### config.mk
export PLATFORM = sky130hd
export DESIGN_NAME = edas_lane
export DESIGN_NICKNAME = d
export VERILOG_FILES = /design/src/rtl/core/edas_pkg.sv /design/src/rtl/core/edas_lane.sv
export SDC_FILE = /design/constraint.sdc
export NUM_CORES = 2
export LEC_CHECK = 0
export BUFFER_PORTS_ARGS = -buffer_cell sky130_fd_sc_hd__buf_2
export CORE_ASPECT_RATIO = 0.8
export CORE_MARGIN = 2
export CORE_UTILIZATION = 37
export CTS_CLUSTER_DIAMETER = 100
export DETAILED_ROUTE_END_ITERATION = 10
export GPL_TIMING_DRIVEN = 0
export PLACE_DENSITY = 0.51
export SYNTH_ARGS = -nofsm -noshare
export SYNTH_HDL_FRONTEND = slang
export SYNTH_SLANG_ARGS = --single-unit
### constraint.sdc
create_clock -name i_clk -period 23.4 [get_ports i_clk]
set_clock_uncertainty 0.05 [all_clocks]
set_input_delay 2.34 -clock i_clk [delete_from_list [all_inputs] [get_ports i_clk]]
set_output_delay 2.34 -clock i_clk [all_outputs]
set_load 0.01 [all_outputs]
### src/rtl/core/edas_pkg.sv
// shared types, constants and the angle wrap function of the angle damper
package edas_pkg;

    // angle fixed point: fraction bits of one degree
    localparam int ANGLE_FRAC_BITS = 7;

    // one lane per axis
    localparam int NUM_LANES  = 3;
    localparam int LANE_PITCH = 0;
    localparam int LANE_YAW   = 1;
    localparam int LANE_ROLL  = 2;

    typedef logic signed [15:0] t_angle;
    typedef logic signed [18:0] t_wide_angle;
    typedef logic signed [16:0] t_delta;
    typedef logic        [16:0] t_alpha;

    typedef struct packed {
        t_angle pitch;
        t_angle yaw;
        t_angle roll;
    } t_triple;

    localparam t_wide_angle HALF_TURN = t_wide_angle'(180 << ANGLE_FRAC_BITS);
    localparam t_wide_angle FULL_TURN = t_wide_angle'(360 << ANGLE_FRAC_BITS);

    // Q16 coefficients of the exponential approximation
    localparam logic [15:0] LN2_Q16   = 16'd45426;
    localparam logic [14:0] C2_Q16    = 15'd31457;
    localparam logic [13:0] C3_Q16    = 14'd15401;
    localparam t_alpha      ONE_Q16   = 17'h10000;
    localparam logic [23:0] X_MAX_Q16 = 24'h800000;

    // pipeline depths
    localparam int DIV1_STEPS = 24;
    localparam int DIV2_STEPS = 17;
    localparam int ALPHA_LAT  = DIV1_STEPS + DIV2_STEPS + 8;
    localparam int DELTA_DLY  = ALPHA_LAT - 2;
    localparam int PIPE_LAT   = ALPHA_LAT + 3;
    localparam int CUR_DLY    = PIPE_LAT - 1;

    // configuration register map
    typedef logic [1:0] t_cfg_index;
    localparam t_cfg_index  CFG_HALF_LIFE       = 2'd0;
    localparam t_cfg_index  CFG_CCW_THRESHOLD   = 2'd1;
    localparam logic [15:0] HALF_LIFE_RESET     = 16'd410;
    localparam logic [14:0] CCW_THRESHOLD_RESET = 15'd0;

    // map an angle in (-5/2 turn, 3/2 turn] into (-half turn, half turn]
    function automatic t_angle wrap_angle(input t_wide_angle v);
        t_wide_angle r;
        if (v > HALF_TURN) begin
            r = v - FULL_TURN;
        end else if (v <= -HALF_TURN - FULL_TURN) begin
            r = v + FULL_TURN + FULL_TURN;
        end else if (v <= -HALF_TURN) begin
            r = v + FULL_TURN;
        end else begin
            r = v;
        end
        return t_angle'(r);
    endfunction

endpackage

### src/rtl/core/edas_lane.sv
// one axis lane: biased wrapped difference, scale by alpha, add back and wrap
module edas_lane (
    input  logic             i_clk,
    input  logic             i_en,
    input  edas_pkg::t_angle i_current,
    input  edas_pkg::t_angle i_target,
    input  logic [14:0]      i_ccw_threshold,
    input  edas_pkg::t_alpha i_alpha,
    output edas_pkg::t_angle o_smoothed
);
    import edas_pkg::*;

    t_angle      r_cur [CUR_DLY];
    t_angle      r_diff;
    t_delta      r_delta;
    t_delta      r_dly [DELTA_DLY];
    t_wide_angle w_diff_x;
    t_wide_angle w_lim;
    t_delta      w_delta;
    logic        w_neg;
    logic [15:0] w_mag;
    logic [32:0] r_pmag;
    logic        r_neg;
    logic [15:0] w_rnd;
    t_delta      r_step;
    t_angle      r_out;

    // wrapped difference, then the counter-clockwise bias
    assign w_diff_x = t_wide_angle'(r_diff);
    assign w_lim    = HALF_TURN - t_wide_angle'(i_ccw_threshold);
    assign w_delta  = (w_diff_x > w_lim) ? t_delta'(w_diff_x - FULL_TURN) : t_delta'(w_diff_x);

    always_ff @(posedge i_clk) begin
        if (i_en) begin
            r_diff  <= wrap_angle(t_wide_angle'(i_target) - t_wide_angle'(i_current));
            r_delta <= w_delta;
        end
    end

    // delay lines that wait for alpha
    always_ff @(posedge i_clk) begin
        if (i_en) begin
            r_cur[0] <= i_current;
            r_dly[0] <= r_delta;
            for (int i = 1; i < CUR_DLY; i++) begin
                r_cur[i] <= r_cur[i-1];
            end
            for (int i = 1; i < DELTA_DLY; i++) begin
                r_dly[i] <= r_dly[i-1];
            end
        end
    end

    // magnitude times alpha
    assign w_neg = r_dly[DELTA_DLY-1] < 0;
    assign w_mag = w_neg ? 16'(-r_dly[DELTA_DLY-1]) : 16'(r_dly[DELTA_DLY-1]);

    // round half away from zero, then restore the sign
    assign w_rnd = 16'((r_pmag + 33'd32768) >> 16);

    always_ff @(posedge i_clk) begin
        if (i_en) begin
            r_pmag <= 33'(w_mag) * 33'(i_alpha);
            r_neg  <= w_neg;
            r_step <= r_neg ? -t_delta'(w_rnd) : t_delta'(w_rnd);
            r_out  <= wrap_angle(t_wide_angle'(r_cur[CUR_DLY-1]) + t_wide_angle'(r_step));
        end
    end

    assign o_smoothed = r_out;

endmodule

==> summary.md <==
### Setup path
• **r2r setup slk** 13.39 ns
• **Critical Path Slowest Stage Cell** sky130_fd_sc_hd__clkbuf_1
• **required time reported for the critical path endpoint** 23.85 ns
• **Largest stage delay, worst path** 0.69 ns
• **worst-case reg-to-reg path depth** 27
• **element type at the critical path start** flop
• **crit path capture** r_pmag[31]
• **Crit. End Element** flop
• **Crit path arrival time** 10.45 ns
• **endpoint of the worst-slack reg-to-reg timing path** r_pmag[31]
• **worst-path maximum fanout** 10
• **Worst R2R Start** r_dly[2][238]
• **class of the most critical setup path** reg2reg
• **Most Frequent Cell on Critical Path** sky130_fd_sc_hd__fa_1
• **launch point of the critical path** r_dly[2][238]

### Drt
• **via total after detailed routing** 27010
• **vias per cell** 4.504
• **WL/cell** 15.10 µm
• **remaining routing DRC violations** 0
• **number of detailed-routing iterations run before antenna repair** 5
• **total wire length** 90510 µm
• **count of nets left with antenna violations after detail routing** 0
• **violation count after the first detailed-route iteration** 2306

### Place
• **count of port buffers added during placement** 81
• **Placed Cells** 5708
• **Cell Area, Placed** 0.06762 mm²
• **hpwl dp** 53900 µm
• **global placement routability congestion** 0.8262

### Clock tree
• **clock-pin slew on the worst setup and hold paths** 0.06 ns
• **CTS sink count** 1699
• **CTS tree** yes
• **CTS Hold Bufs** 0
• **Gates resized, CTS repair** 0
• **Clock Root Buffer** sky130_fd_sc_hd__clkbuf_16
• **CTS H-tree depth** 4
• **clk_lat worst skew** 0.77 ns
• **post-CTS setup buffers** 0
• **CTS buffer count** 161
• **CTS Buffer Depth** 3

### Yosys
• **area of the mapped netlist** 0.06407 mm²
• **Cells after Synth** 3340
• **Seq/Total Area, Yosys** 79.63%
• **async set-reset flop share out of synthesis** 0%
• **flip-flop and latch count after synthesis** 1699
• **YS warnings** 0
• **Net Count, Synth** 3782
• **Post-synth EDFFs** 1699
• **mean post-synth cell area** 19.18 µm²
• **number of distinct library cells after synthesis** 84
• **Synth Flop Type** sky130_fd_sc_hd__edfxtp_1

### Floorplan
• **Placeable Area** 0.1719 mm²
• **number of ports placed on the die boundary** 82
• **Die Outline Area** 0.1765 mm²
• **overall die width** 469.3 µm
• **initial core utilization** 37.28%
• **standard-cell row count** 136
• **height of the die** 376.2 µm

### Timing
• **Final setup viols** 0
• **RSZ-0062 raised after global routing** false
• **setup tns final** 0 ns
• **final period demand of the worst path** 10.01 ns
• **worst max-slew margin expressed relative to the limit** 26.19%
• **final number of hold-violating endpoints** 0
• **actual slew at the worst max-slew pin** 1.099 ns
• **Max Clk Rate** 99.93 MHz
• **Period Utilization, post-route** 42.77%
• **max-slew violation count** 0

### Global routing
• **vias in the first global route** 26860
• **pin count of the biggest net entering global routing** 179
• **number of antenna violations at the first check in global routing** 2
• **combined global-route utilization of all metal layers** 10.25%
• **wire length of the first global-routing pass** 145400 µm
• **total congestion overflow** 0

### Min path
• **class of the worst hold path** reg2reg
• **Hold Path Origin** r_dly[1][149]

### Cells and area
• **Finished Cell Area** 0.07276 mm²
• **share of layout cells above drive strength 1** 9.120%
• **synthesis-to-finish area growth** 13.56%
• **leading cell types in the layout, fill and taps excluded** sky130_fd_sc_hd__edfxtp_1, sky130_fd_sc_hd__inv_1, sky130_fd_sc_hd__nand2_1
• **most common library cell in the layout ignoring fill and taps** sky130_fd_sc_hd__edfxtp_1
• **number of standard cells in the layout, taps in and fillers out** 5996
• **layout net count** 4036

### Power and ir drop
• **largest voltage drop on the vdd net** 193.2 µV
• **total leakage power** 26.23 nW
• **PwrDens** 120.5 mW/mm²

### Outcome
• **run status** completed

### Run
• **# Max-Cap Violations** 0

[flip-flops by register name, indices dropped and copies added, names as in the netlist]
signal      count
r_diff         16
r_step         17
r_neg           1
r_dly         799
r_cur         816
o_smoothed     16
r_delta        17
r_pmag         17
[metrics by stage]
stage          hold WS, ns  power, mW  setup WS [ns]  utilization [%]
2_1_floorplan       0.3503      5.626          14.81                -
3_3_place_gp        0.3502      6.534         -7.168            39.17
3_5_place_dp        0.3545      6.383          12.71            39.34
4_1_cts             0.3374      8.958          13.15            42.33
5_1_grt             0.3493      9.429          12.57            42.33
6_report            0.3421      8.768          13.39            42.33
[worst max-delay path: cells and delay by family (launching register included)]
kind / cells / cell delay, ns
fa+ha+maj: 7 / 3.41
compound gates: 9 / 3.16
simple gates: 4 / 1.00
buf+inv: 5 / 0.99
xor+xnor: 2 / 0.60
flops: 1 / 0.52
[layout make-up]
class	instances	area, µm²
repair buffers	91	695.7
well taps	2277	2849
flip-flops and latches	1699	51020
plain buffers	48	188.9
clock inverters	87	922.1
fillers	15190	99110
diodes	2	5.005
multi-input cells	1291	11730
clock buffers	199	4214
inverters	302	1134
[how the worst min path moves through the flow]
| stage | end | slack [ns] | depth (start not counted) |
|---|---|---|---|
| after floorplan | r_cur[0][100] | 0.35 | 0 |
| after global placement | r_cur[1][278] | 0.35 | 0 |
| after global routing | r_dly[1][265] | 0.35 | 0 |
| after CTS | r_dly[0][239] | 0.34 | 0 |
| after detailed placement | r_cur[0][138] | 0.35 | 0 |
| final | r_dly[1][166] | 0.34 | 0 |
[cell usage after synthesis, drive strengths merged, types with 14 or more instances]
master	count	area, µm²
a21o	21	157.7
a21oi	51	266.5
and2	114	713.2
clkbuf	43	162.7
edfxtp	1699	51020
fa	208	4164
ha	168	2102
inv	302	1134
nand2	218	818.3
nand3	26	130.1
nor2	60	225.2
nor2b	14	90.09
nor3	30	166.4
o211ai	15	117.6
o21a	19	142.6
o21ai	67	339.1
or3	17	106.4
xnor2	59	524.3
xor2	35	306.5
[layer usage]
layer	wire length, µm	vias to the layer above	global-route usage [%]	share of wire [%]
met5	0	-	0	0
met4	2161	0	3.548	2.4
met3	4046	168	2.538	4.5
met2	39260	402	15.06	43
met1	45040	13590	14.88	50
li1	-	12850	-	-
[kinds of logic (layout without fill, tap and decap cells)]
| group | after synthesis | in the layout | synth area share, % |
|---|---|---|---|
| mux | 5 | 5 | 0.07811 |
| other cells | 0 | 2 | 0 |
| compound gates | 269 | 269 | 2.902 |
| fa+ha+maj | 376 | 376 | 9.780 |
| simple gates | 547 | 547 | 4.253 |
| buf+inv | 350 | 727 | 2.064 |
| flops | 1699 | 1699 | 79.63 |
| xor+xnor | 94 | 94 | 1.297 |
[power breakdown]
part	switching (mW)	internal (mW)	total, mW
logic	1.45	1.02	2.47
clock network	1.07	1.43	2.50
registers	0.0738	3.72	3.80
total	2.59	6.18	8.77
(Power assumes the default switching activity.)
