[config.mk]
export PLATFORM = sky130hd
export DESIGN_NAME = edas_merge
export DESIGN_NICKNAME = d
export VERILOG_FILES = /design/src/rtl/core/edas_pkg.sv /design/src/rtl/core/edas_merge.sv
export SDC_FILE = /design/constraint.sdc
export NUM_CORES = 1
export LEC_CHECK = 0
export BUFFER_PORTS_ARGS = -buffer_cell sky130_fd_sc_hd__buf_2
export CAP_MARGIN = 20
export CORE_UTILIZATION = 47
export DETAILED_ROUTE_END_ITERATION = 16
export PLACE_DENSITY = 0.73
export SETUP_SLACK_MARGIN = 0.5
export SLEW_MARGIN = 20
export SYNTH_ARGS = -nofsm -noshare
export SYNTH_HDL_FRONTEND = slang
export SYNTH_SLANG_ARGS = --single-unit
[constraint.sdc]
create_clock -name i_clk -period 3.4 [get_ports i_clk]
set_input_delay 0.51 -clock i_clk [delete_from_list [all_inputs] [get_ports i_clk]]
set_output_delay 0.51 -clock i_clk [all_outputs]
set_load 0.05 [all_outputs]
[src/rtl/core/edas_pkg.sv]
// shared types, constants and the angle wrap function of the angle damper
package edas_pkg;

    // angle fixed point: fraction bits of one degree
    localparam int ANGLE_FRAC_BITS = 7;

    // one lane per axis
    localparam int NUM_LANES  = 3;
    localparam int LANE_PITCH = 0;
    localparam int LANE_YAW   = 1;
    localparam int LANE_ROLL  = 2;

    typedef logic signed [15:0] t_angle;
    typedef logic signed [18:0] t_wide_angle;
    typedef logic signed [16:0] t_delta;
    typedef logic        [16:0] t_alpha;

    typedef struct packed {
        t_angle pitch;
        t_angle yaw;
        t_angle roll;
    } t_triple;

    localparam t_wide_angle HALF_TURN = t_wide_angle'(180 << ANGLE_FRAC_BITS);
    localparam t_wide_angle FULL_TURN = t_wide_angle'(360 << ANGLE_FRAC_BITS);

    // Q16 coefficients of the exponential approximation
    localparam logic [15:0] LN2_Q16   = 16'd45426;
    localparam logic [14:0] C2_Q16    = 15'd31457;
    localparam logic [13:0] C3_Q16    = 14'd15401;
    localparam t_alpha      ONE_Q16   = 17'h10000;
    localparam logic [23:0] X_MAX_Q16 = 24'h800000;

    // pipeline depths
    localparam int DIV1_STEPS = 24;
    localparam int DIV2_STEPS = 17;
    localparam int ALPHA_LAT  = DIV1_STEPS + DIV2_STEPS + 8;
    localparam int DELTA_DLY  = ALPHA_LAT - 2;
    localparam int PIPE_LAT   = ALPHA_LAT + 3;
    localparam int CUR_DLY    = PIPE_LAT - 1;

    // configuration register map
    typedef logic [1:0] t_cfg_index;
    localparam t_cfg_index  CFG_HALF_LIFE       = 2'd0;
    localparam t_cfg_index  CFG_CCW_THRESHOLD   = 2'd1;
    localparam logic [15:0] HALF_LIFE_RESET     = 16'd410;
    localparam logic [14:0] CCW_THRESHOLD_RESET = 15'd0;

    // map an angle in (-5/2 turn, 3/2 turn] into (-half turn, half turn]
    function automatic t_angle wrap_angle(input t_wide_angle v);
        t_wide_angle r;
        if (v > HALF_TURN) begin
            r = v - FULL_TURN;
        end else if (v <= -HALF_TURN - FULL_TURN) begin
            r = v + FULL_TURN + FULL_TURN;
        end else if (v <= -HALF_TURN) begin
            r = v + FULL_TURN;
        end else begin
            r = v;
        end
        return t_angle'(r);
    endfunction

endpackage

[src/rtl/core/edas_merge.sv]
// gathers the lane results into one triple, output register with skid stage
module edas_merge (
    input  logic              i_clk,
    input  logic              i_rst_n,
    input  logic              i_push,
    input  edas_pkg::t_angle  i_lane [edas_pkg::NUM_LANES],
    output logic              o_space,
    output logic              o_valid,
    input  logic              i_ready,
    output edas_pkg::t_triple o_result
);
    import edas_pkg::*;

    t_triple w_merged;
    t_triple r_out;
    t_triple r_skid;
    logic    r_out_valid;
    logic    r_skid_valid;
    logic    w_pop;

    assign w_merged.pitch = i_lane[LANE_PITCH];
    assign w_merged.yaw   = i_lane[LANE_YAW];
    assign w_merged.roll  = i_lane[LANE_ROLL];

    assign w_pop = r_out_valid && i_ready;

    // control: output slot and skid slot
    always_ff @(posedge i_clk) begin
        if (!i_rst_n) begin
            r_out_valid  <= 1'b0;
            r_skid_valid <= 1'b0;
        end else if (r_skid_valid) begin
            if (w_pop) begin
                r_skid_valid <= 1'b0;
            end
        end else if (i_push) begin
            if (r_out_valid && !w_pop) begin
                r_skid_valid <= 1'b1;
            end else begin
                r_out_valid <= 1'b1;
            end
        end else if (w_pop) begin
            r_out_valid <= 1'b0;
        end
    end

    // payload
    always_ff @(posedge i_clk) begin
        if (r_skid_valid) begin
            if (w_pop) begin
                r_out <= r_skid;
            end
        end else if (i_push) begin
            if (r_out_valid && !w_pop) begin
                r_skid <= w_merged;
            end else begin
                r_out <= w_merged;
            end
        end
    end

    assign o_space  = !r_skid_valid;
    assign o_valid  = r_out_valid;
    assign o_result = r_out;

endmodule

==> results.sh, run 1 <==
export IMPL_outcome="complete, no violations"
export IMPL_synth_xor_area_share=0
export IMPL_timing_setup_tns_ns=0
export IMPL_detailedPlacementHpwl_mm=3.96
export IMPL_cts_clk_slew_worst_paths_ns=0.09
export IMPL_timing_hold_worst_class="in2reg"
export IMPL_cts_sinks=98
export IMPL_fp_row_count=32
export IMPL_htree_levels=3
export IMPL_final_critical_path_setup_slack_ns=1.35
export IMPL_synthAdderAreaFrac=0
export IMPL_finalNetCount=325
export IMPL_placement_setup_slack_ns=1.27
export IMPL_fmax_mhz=487
export IMPL_syn_avg_cell_area_um2=23.1
export IMPL_final_instance_count_excl_fill=380
export IMPL_wire_per_inst_um=15.3
export IMPL_multiplexer_area_fraction_after_synthesis=0.192
export IMPL_critical_path_arrival_ns=2.10
export IMPL_synth_edff_count=96
export IMPL_antenna_cells_inserted=0
export IMPL_fin_skew_ns=0.00825
export IMPL_postSynthNetCount=216
export IMPL_clk_root_buffer_cell="clkbuf_8"
export IMPL_final_max_slew_violation_count=0
export IMPL_synth_cell_area_um2=3780
export IMPL_dieWidth_um=91.7
export IMPL_post_layout_total_power_w=0.00255
export IMPL_synthDominantAreaCellType="edfxtp_1"
export IMPL_postSynthCellCount=164
export IMPL_synth_distinct_cells=15
export IMPL_max_slew_margin=0.479
export IMPL_finalCritPeriodShare=0.604
export IMPL_ratio_of_cells_with_drive_above_1_in_the_final_layout=0.608
export IMPL_synth_top_cells_by_area="edfxtp_1, mux2_4, buf_6"
export IMPL_grt_ovfl_total=0
export IMPL_via_per_inst=4.68
export IMPL_drt_pre_antenna_iters=4
export IMPL_cts_tree="yes"
export IMPL_critical_path_peak_fanout=26
export IMPL_max_slew_worst_pin_slew_ns=0.780
export IMPL_grt_max_degree=31
export IMPL_gpl_final_weighted_congestion=0.742
export IMPL_fp_dieArea_um2=8410
export IMPL_grt_pass1_vias=1813
export IMPL_power_per_cell_area_nw_per_um2=557
export IMPL_vert_die_dim_um=91.7
export IMPL_timing_final_hold_violations=0
export IMPL_crit_end_element="flip-flop"
export IMPL_synthesized_flop_and_latch_total=98
export IMPL_yosysSeqAreaShare=0.773
export IMPL_routed_via_count=1780
export IMPL_first_iter_violations=37
export IMPL_wirelength_mm=5.82
export IMPL_grt_antenna_before_repair=0
export IMPL_timing_max_cap_violations=0
export IMPL_synth_top_cells_by_count="edfxtp_1, mux2_4, buf_6, inv_1"
export IMPL_main_combinational_cell_family_by_area_after_synthesis="multiplexers"
export IMPL_fill_cells=598
export IMPL_p_leak_nw=1.79
export IMPL_clock_latency_reported_for_the_late_side_of_the_worst_skew_pair_ns=0.35
export IMPL_core_area_um2=7770
export IMPL_area_grow_syn2layout_pct=21.1
export IMPL_ir_drop_mv=0.299
export IMPL_cts_buffer_depth=2
export IMPL_quantity_of_gates_resized_following_cts=0
export IMPL_placedCellCount=364
export IMPL_cts_setup_buffers=0
export IMPL_numPortBuffers=101
export IMPL_yosys_warnings=0
export IMPL_cts_buffers=9
export IMPL_grt_setup_unrepaired="false"
export IMPL_antenna_left=0
export IMPL_synth_largest_type_area_fraction=0.762
export IMPL_synth_simple_gate_area_share=0.00695
export IMPL_synth_compound_area_frac=0.00596
export IMPL_post_route_min_period_ns=2.05
export IMPL_route_detailed_drc=0
export IMPL_setup_worst_path_class="reg2reg"
export IMPL_grt_pass1_wl_mm=9.14
export IMPL_cts_hold_buffers_added=0
export IMPL_timing_critical_path_from_type="flip-flop"
export IMPL_synthArstFlopShare=0
export IMPL_boundaryPins=102
export IMPL_track_usage=0.148
export IMPL_setup_viol=0
export IMPL_data_required_time_at_the_worst_endpoint_ns=3.45
export IMPL_start_util=0.487
export IMPL_postSynth_topFlopCell="edfxtp_1"
export IMPL_synth_most_common_cell="edfxtp_1"
through the flow:
step | hold slack [ns] | util | instance area, um2
6_report | 0.351 | 0.589 | 4580
5_1_grt | 0.327 | 0.589 | 4580
4_1_cts | 0.330 | 0.589 | 4580
3_5_place_dp | 0.534 | 0.566 | 4390
3_3_place_gp | 0.529 | 0.566 | 4390
2_1_floorplan | 0.523 | - | 3780
layout by cell type (no fill, tap or decap):
master      instances
buf_12              1
a21oi_4             1
buf_4               2
clkinvlp_4          1
and4_2              1
clkbuf_8            9
inv_1               3
mux2i_1             1
nand2_1             1
nand3b_1            1
a21oi_1             1
mux2_2              1
dfxtp_1             1
a211oi_1            1
o21ai_1             1
buf_2             101
dfxtp_4             1
bufinv_16           1
clkinv_2            3
edfxtp_1           96
nor2b_1             1
clkinv_1            2
mux2_4             47
where the power goes:
group          switching [W]  internal [W]
combinational       0.000273      0.000134
clock               0.000374      0.000331
sequential         0.0000275       0.00141
final cells by class:
cell class / count / area, um2 / share of cell area
inverters: 3 / 11.3 / 0.00246
multi-input cells: 57 / 788 / 0.172
repair buffers: 104 / 541 / 0.118
well taps: 102 / 128 / 0.0279
clock buffers: 9 / 124 / 0.0271
clock inverters: 7 / 60.1 / 0.0131
flip-flops and latches: 98 / 2930 / 0.639
logic make-up (layout without fill, tap and decap cells):
group | after synthesis | in the layout
muxes | 49 | 49
and+or+nand+nor | 4 | 4
DFF | 98 | 98
buffers and inverters | 9 | 123
AOI/OAI and AO/OA | 4 | 4
critical path, stage by stage (launching register included):
cell     delay, ns
dfxtp_4       0.62
mux2i_1       0.19
a21oi_4       0.63
buf_12        0.28
final timing paths:
path | startpoint | depth (start not counted) | slack (ns) | end
max | r_skid_valid | 3 | 1.35 | o_result[4]
min | i_lane[2] | 1 | 0.35 | r_skid[2]
max reg2reg | r_skid_valid | 3 | 1.35 | o_result[4]
min reg2reg | r_skid[14] | 1 | 0.55 | o_result[14]
layer usage:
layer	part of all wire	global-route usage	wire length [um]	up-vias
met5	0	0	0	-
met4	0.015	0.0742	89	0
met3	0.088	0.0539	513	10
met2	0.46	0.226	2660	75
met1	0.44	0.186	2560	833
li1	-	-	-	862
registers in the layout, indices dropped and copies added, names as in the netlist:
signal,cells
r_skid,48
r_skid_valid,1
o_result,48
o_valid,1
(Power assumes the default switching activity.)
==> run 2, diff against run 1 <==
CORE_UTILIZATION = 50   (was 47)
PLACE_DENSITY = 0.74   (was 0.73)
clock period = 2 ns   (was 3.4 ns; I/O delays follow)
==> results.sh, run 2 (same netlist as run 1, synthesis figures left out) <==
export IMPL_wirelength_mm=5.86
export IMPL_htree_levels=3
export IMPL_fill_cells=553
export IMPL_area_grow_syn2layout_pct=21.7
export IMPL_final_max_slew_violation_count=0
export IMPL_regArea_um2=2930
export IMPL_track_usage=0.158
export IMPL_route_detailed_drc=0
export IMPL_grt_setup_unrepaired="false"
export IMPL_clock_latency_reported_for_the_late_side_of_the_worst_skew_pair_ns=0.35
export IMPL_timing_max_cap_violations=0
export IMPL_data_required_time_at_the_worst_endpoint_ns=2.01
export IMPL_cts_buffer_depth=2
export IMPL_cp_endpoint="o_result[39]"
export IMPL_grt_antenna_before_repair=0
export IMPL_layout_commonest_cell="buf_2"
export IMPL_post_route_min_period_ns=1.37
export IMPL_wire_per_inst_um=15.5
export IMPL_ratio_of_cells_with_drive_above_1_in_the_final_layout=0.611
export IMPL_timing_setup_tns_ns=0
export IMPL_timing_critical_path_from_type="flip-flop"
export IMPL_setup_worst_path_class="reg2reg"
export IMPL_drt_pre_antenna_iters=4
export IMPL_numPortBuffers=101
export IMPL_ff2ff_setup_slack_ns=0.63
export IMPL_vert_die_dim_um=89.0
export IMPL_timing_hold_worst_class="in2reg"
export IMPL_hold_worst_slack_ns=0.135
export IMPL_grt_max_degree=49
export IMPL_finalNetCount=327
export IMPL_grt_pass1_wl_mm=8.77
export IMPL_start_util=0.519
export IMPL_cts_buffers=9
export IMPL_cts_clk_slew_worst_paths_ns=0.09
export IMPL_dieWidth_um=89.0
export IMPL_fp_dieArea_um2=7910
export IMPL_regToRegEndpoint="o_result[39]"
export IMPL_cts_tree="yes"
export IMPL_power_per_cell_area_nw_per_um2=945
export IMPL_p_leak_nw=1.79
export IMPL_clk_root_buffer_cell="clkbuf_8"
export IMPL_critical_path_peak_fanout=29
export IMPL_via_per_inst=4.75
export IMPL_fmax_mhz=731
export IMPL_finalCritPeriodShare=0.684
export IMPL_boundaryPins=102
export IMPL_fin_skew_ns=0.0116
export IMPL_setup_viol=0
export IMPL_grt_pass1_vias=1707
export IMPL_max_slew_margin=0.745
export IMPL_antenna_cells_inserted=0
export IMPL_crit_end_element="flip-flop"
export IMPL_worst_r2r_startpoint="r_skid_valid"
export IMPL_grt_ovfl_total=0
export IMPL_core_area_um2=7290
export IMPL_outcome="complete, no violations"
export IMPL_first_iter_violations=104
export IMPL_worstSetupStartpoint="r_skid_valid"
export IMPL_detailedPlacementHpwl_mm=4.00
export IMPL_area_of_combinational_cells_with_multiple_inputs_um2=790
export IMPL_fp_row_count=31
export IMPL_reg2regPathDepth=3
export IMPL_critical_path_arrival_ns=1.38
export IMPL_ir_drop_mv=0.464
export IMPL_timing_final_hold_violations=0
export IMPL_max_slew_worst_pin_slew_ns=0.383
export IMPL_routed_via_count=1799
export IMPL_cts_sinks=98
export IMPL_antenna_left=0
export IMPL_final_cell_mix="buf_2, edfxtp_1, mux2_4, clkbuf_8"
export IMPL_gpl_final_weighted_congestion=0.689
## run 2: cell count changes in the layout (fill, tap and decap cells not counted)
cell        before  now
clkbuf_1         0    3
buf_6            0    1
and4_2           1    0
dfxtp_4          1    2
clkinv_1         2    0
clkinvlp_4       1    3
buf_4            2    3
dfxtp_1          1    0
clkinv_2         3    0
and4_4           0    1
## run 2: repair_timing
action,CTS,global route
setup endpoints to repair,1,0
buffers inserted,0,0
gates resized for setup,1,0
hold endpoints to repair,0,0
hold buffers,0,0
## run 2: power breakdown
group	switching [W]	internal, W	total (W)
Sequential	0.0000323	0.00240	0.00243
Combinational	0.000479	0.000230	0.000709
Clock	0.000625	0.000580	0.00121
Total	0.00114	0.00321	0.00435
## run 2: layout make-up
class	count	area share
multi-input combinational	57	0.172
clock inverter	4	0.0114
timing repair buffer	106	0.122
clock buffer	12	0.0294
sequential	98	0.637
inverter	3	0.00245
tap	99	0.0269
## run 2: how the worst min path moves through the flow
stage / from / end / slack, ns / cells past startpoint
after floorplan: i_ready / r_skid_valid / 0.40 / 1
after global placement: o_valid / r_skid_valid / 0.49 / 1
after detailed placement: o_valid / r_skid_valid / 0.49 / 1
after CTS: i_lane[47] / r_skid[47] / 0.12 / 1
after global routing: i_lane[16] / r_skid[16] / 0.12 / 1
final: i_lane[26] / r_skid[26] / 0.14 / 1
## run 2: per-layer routing
metal  share of wire  vias to the layer above  GRT usage
met1            0.43                      870      0.205
li1                -                      866          -
met3           0.037                       10     0.0286
met5               0                        -          0
met2            0.52                       53      0.252
met4           0.019                        0     0.0909
## run 2: critical path: stages (launching register included)
cell and delay [ns]:
dfxtp_4 0.38, mux2i_1 0.15, a21oi_4 0.13, buf_4 0.36
## run 2: per-stage QoR
step	setup slack (ns)	area (um2)	total power, W	utilization	instances
finish	0.632	4600	0.00435	0.631	379
global route	0.541	4600	0.00451	0.631	379
CTS	0.617	4600	0.00439	0.631	379
detailed placement	0.509	4410	0.00320	0.605	363
global placement	0.543	4410	0.00318	0.605	363
floorplan	0.0553	3800	0.00302	-	164
==> run 3, diff against run 2 <==
clock period = 1.4 ns   (was 2 ns; I/O delays follow)
==> results.sh, run 3 (same netlist as run 1, synthesis figures left out) <==
export IMPL_fmax_mhz=779
export IMPL_setup_viol=0
export IMPL_hold_worst_slack_ns=0.0562
export IMPL_hold_depth=1
export IMPL_power_sequential_fraction=0.523
export IMPL_numPortBuffers=101
export IMPL_route_detailed_drc=0
export IMPL_critical_path_slowest_cell="dfxtp_4"
export IMPL_timing_final_hold_violations=0
export IMPL_sw_frac_of_total=0.254
export IMPL_htree_levels=3
export IMPL_routed_via_count=1886
export IMPL_p_leak_nw=2.07
export IMPL_final_cell_mix="edfxtp_1, buf_2, buf_6, mux2_4, clkbuf_8"
export IMPL_fin_skew_ns=0.00887
export IMPL_cts_buffer_depth=2
export IMPL_max_slew_worst_pin_slew_ns=0.272
export IMPL_start_util=0.519
export IMPL_track_usage=0.172
export IMPL_max_slew_margin=0.814
export IMPL_final_critical_path_setup_slack_ns=0.116
export IMPL_placement_setup_slack_ns=0.141
export IMPL_reg2regPathDepth=4
export IMPL_antenna_left=0
export IMPL_vert_die_dim_um=89.0
export IMPL_wirelength_mm=6.59
export IMPL_crit_end_element="flip-flop"
export IMPL_power_report_internal_total_w=0.00500
export IMPL_dieWidth_um=89.0
export IMPL_clock_latency_reported_for_the_late_side_of_the_worst_skew_pair_ns=0.34
export IMPL_crit_path_max_incr_delay_ns=0.38
export IMPL_critical_path_peak_fanout=6
export IMPL_fp_row_count=31
export IMPL_final_max_slew_violation_count=0
export IMPL_worst_path_buf_inv=3
export IMPL_timing_critical_path_from_type="flip-flop"
export IMPL_finalCritPeriodShare=0.917
export IMPL_power_frac_comb=0.191
export IMPL_timing_hold_worst_class="in2reg"
export IMPL_first_iter_violations=66
export IMPL_outcome="complete, no violations"
export IMPL_fp_dieArea_um2=7910
export IMPL_worst_path_dominant_cell_family="flip-flops"
export IMPL_timing_setup_tns_ns=0
export IMPL_timing_max_cap_violations=0
export IMPL_post_route_min_period_ns=1.28
export IMPL_layout_commonest_cell="edfxtp_1"
export IMPL_grt_ovfl_total=0
export IMPL_power_per_cell_area_nw_per_um2=1270
export IMPL_ir_drop_mv=0.696
export IMPL_data_required_time_at_the_worst_endpoint_ns=1.47
export IMPL_cts_buffers=9
export IMPL_cts_clk_slew_worst_paths_ns=0.09
export IMPL_cts_hold_buffers_added=0
export IMPL_drt_pre_antenna_iters=4
export IMPL_post_layout_total_power_w=0.00670
export IMPL_boundaryPins=102
export IMPL_grt_pass1_vias=1934
export IMPL_cts_sinks=98
export IMPL_core_area_um2=7290
export IMPL_clk_root_buffer_cell="clkbuf_8"
export IMPL_critical_path_arrival_ns=1.35
export IMPL_grt_setup_unrepaired="true"
export IMPL_power_clock_fraction=0.286
export IMPL_finalNetCount=341
export IMPL_wire_per_inst_um=16.8
export IMPL_via_per_inst=4.80
export IMPL_area_grow_syn2layout_pct=39.4
export IMPL_critical_path_depth=4
export IMPL_setup_worst_path_class="reg2reg"
export IMPL_antenna_cells_inserted=0
export IMPL_grt_max_degree=30
export IMPL_path_cells="inv_2 > and4_4 > buf_12 > clkbuf_16"
export IMPL_grt_antenna_before_repair=0
export IMPL_power_switching_w=0.00170
export IMPL_ratio_of_cells_with_drive_above_1_in_the_final_layout=0.639
export IMPL_gpl_final_weighted_congestion=0.682
export IMPL_cts_tree="yes"
export IMPL_grt_pass1_wl_mm=9.61
==> run 3: changes by cell type in the layout (fill, tap and decap cells not counted), sizes merged <==
cell,before,now
clkinv,0,3
buf,106,117
bufinv,1,2
inv,3,5
clkinvlp,3,0
==> run 3: power groups by stage <==
stage | registers [W] | logic (W) | clock network (W)
2_1_floorplan | 0.00399 | 0.000324 | 0
3_3_place_gp | 0.00354 | 0.00104 | 0
3_5_place_dp | 0.00355 | 0.00105 | 0
4_1_cts | 0.00351 | 0.00126 | 0.00199
5_1_grt | 0.00352 | 0.00134 | 0.00208
6_report | 0.00351 | 0.00128 | 0.00192
==> run 3: path summary, 6_finish.rpt <==
path,from,to,slack (ns)
worst max register to register,r_skid_valid,r_skid[23],0.12
worst min register to register,o_valid,r_skid_valid,0.52
worst max-delay path,r_skid_valid,r_skid[23],0.12
worst min-delay path,i_lane[0],r_skid[0],0.06
==> run 3: cell type report <==
cell class	count	area (um2)
clock inverter	7	91.3
tap	99	124
timing repair buffer	120	1200
inverter	3	11.3
sequential	98	2930
clock buffer	9	124
fill	469	2020
multi-input combinational	57	790
==> run 3: repair_timing <==
item	in CTS	in global routing
gates resized for setup	105	4
setup buffers	6	0
cloned	3	4
pin swaps	0	1
setup endpoints to repair	196	196
==> run 3: metrics by stage <==
step,instance area (um2),instances,util
2_1_floorplan,3800,164,-
3_3_place_gp,4480,364,0.614
3_5_place_dp,4480,364,0.614
4_1_cts,5160,389,0.708
5_1_grt,5270,393,0.723
6_report,5270,393,0.723
==> run 3: metal layers <==
metal / wire [um] / track usage / vias up / share of wire
li1: - / - / 894 / -
met1: 2570 / 0.203 / 916 / 0.39
met2: 3540 / 0.294 / 60 / 0.54
met3: 238 / 0.0305 / 16 / 0.036
met4: 235 / 0.113 / 0 / 0.036
met5: 0 / 0 / - / 0
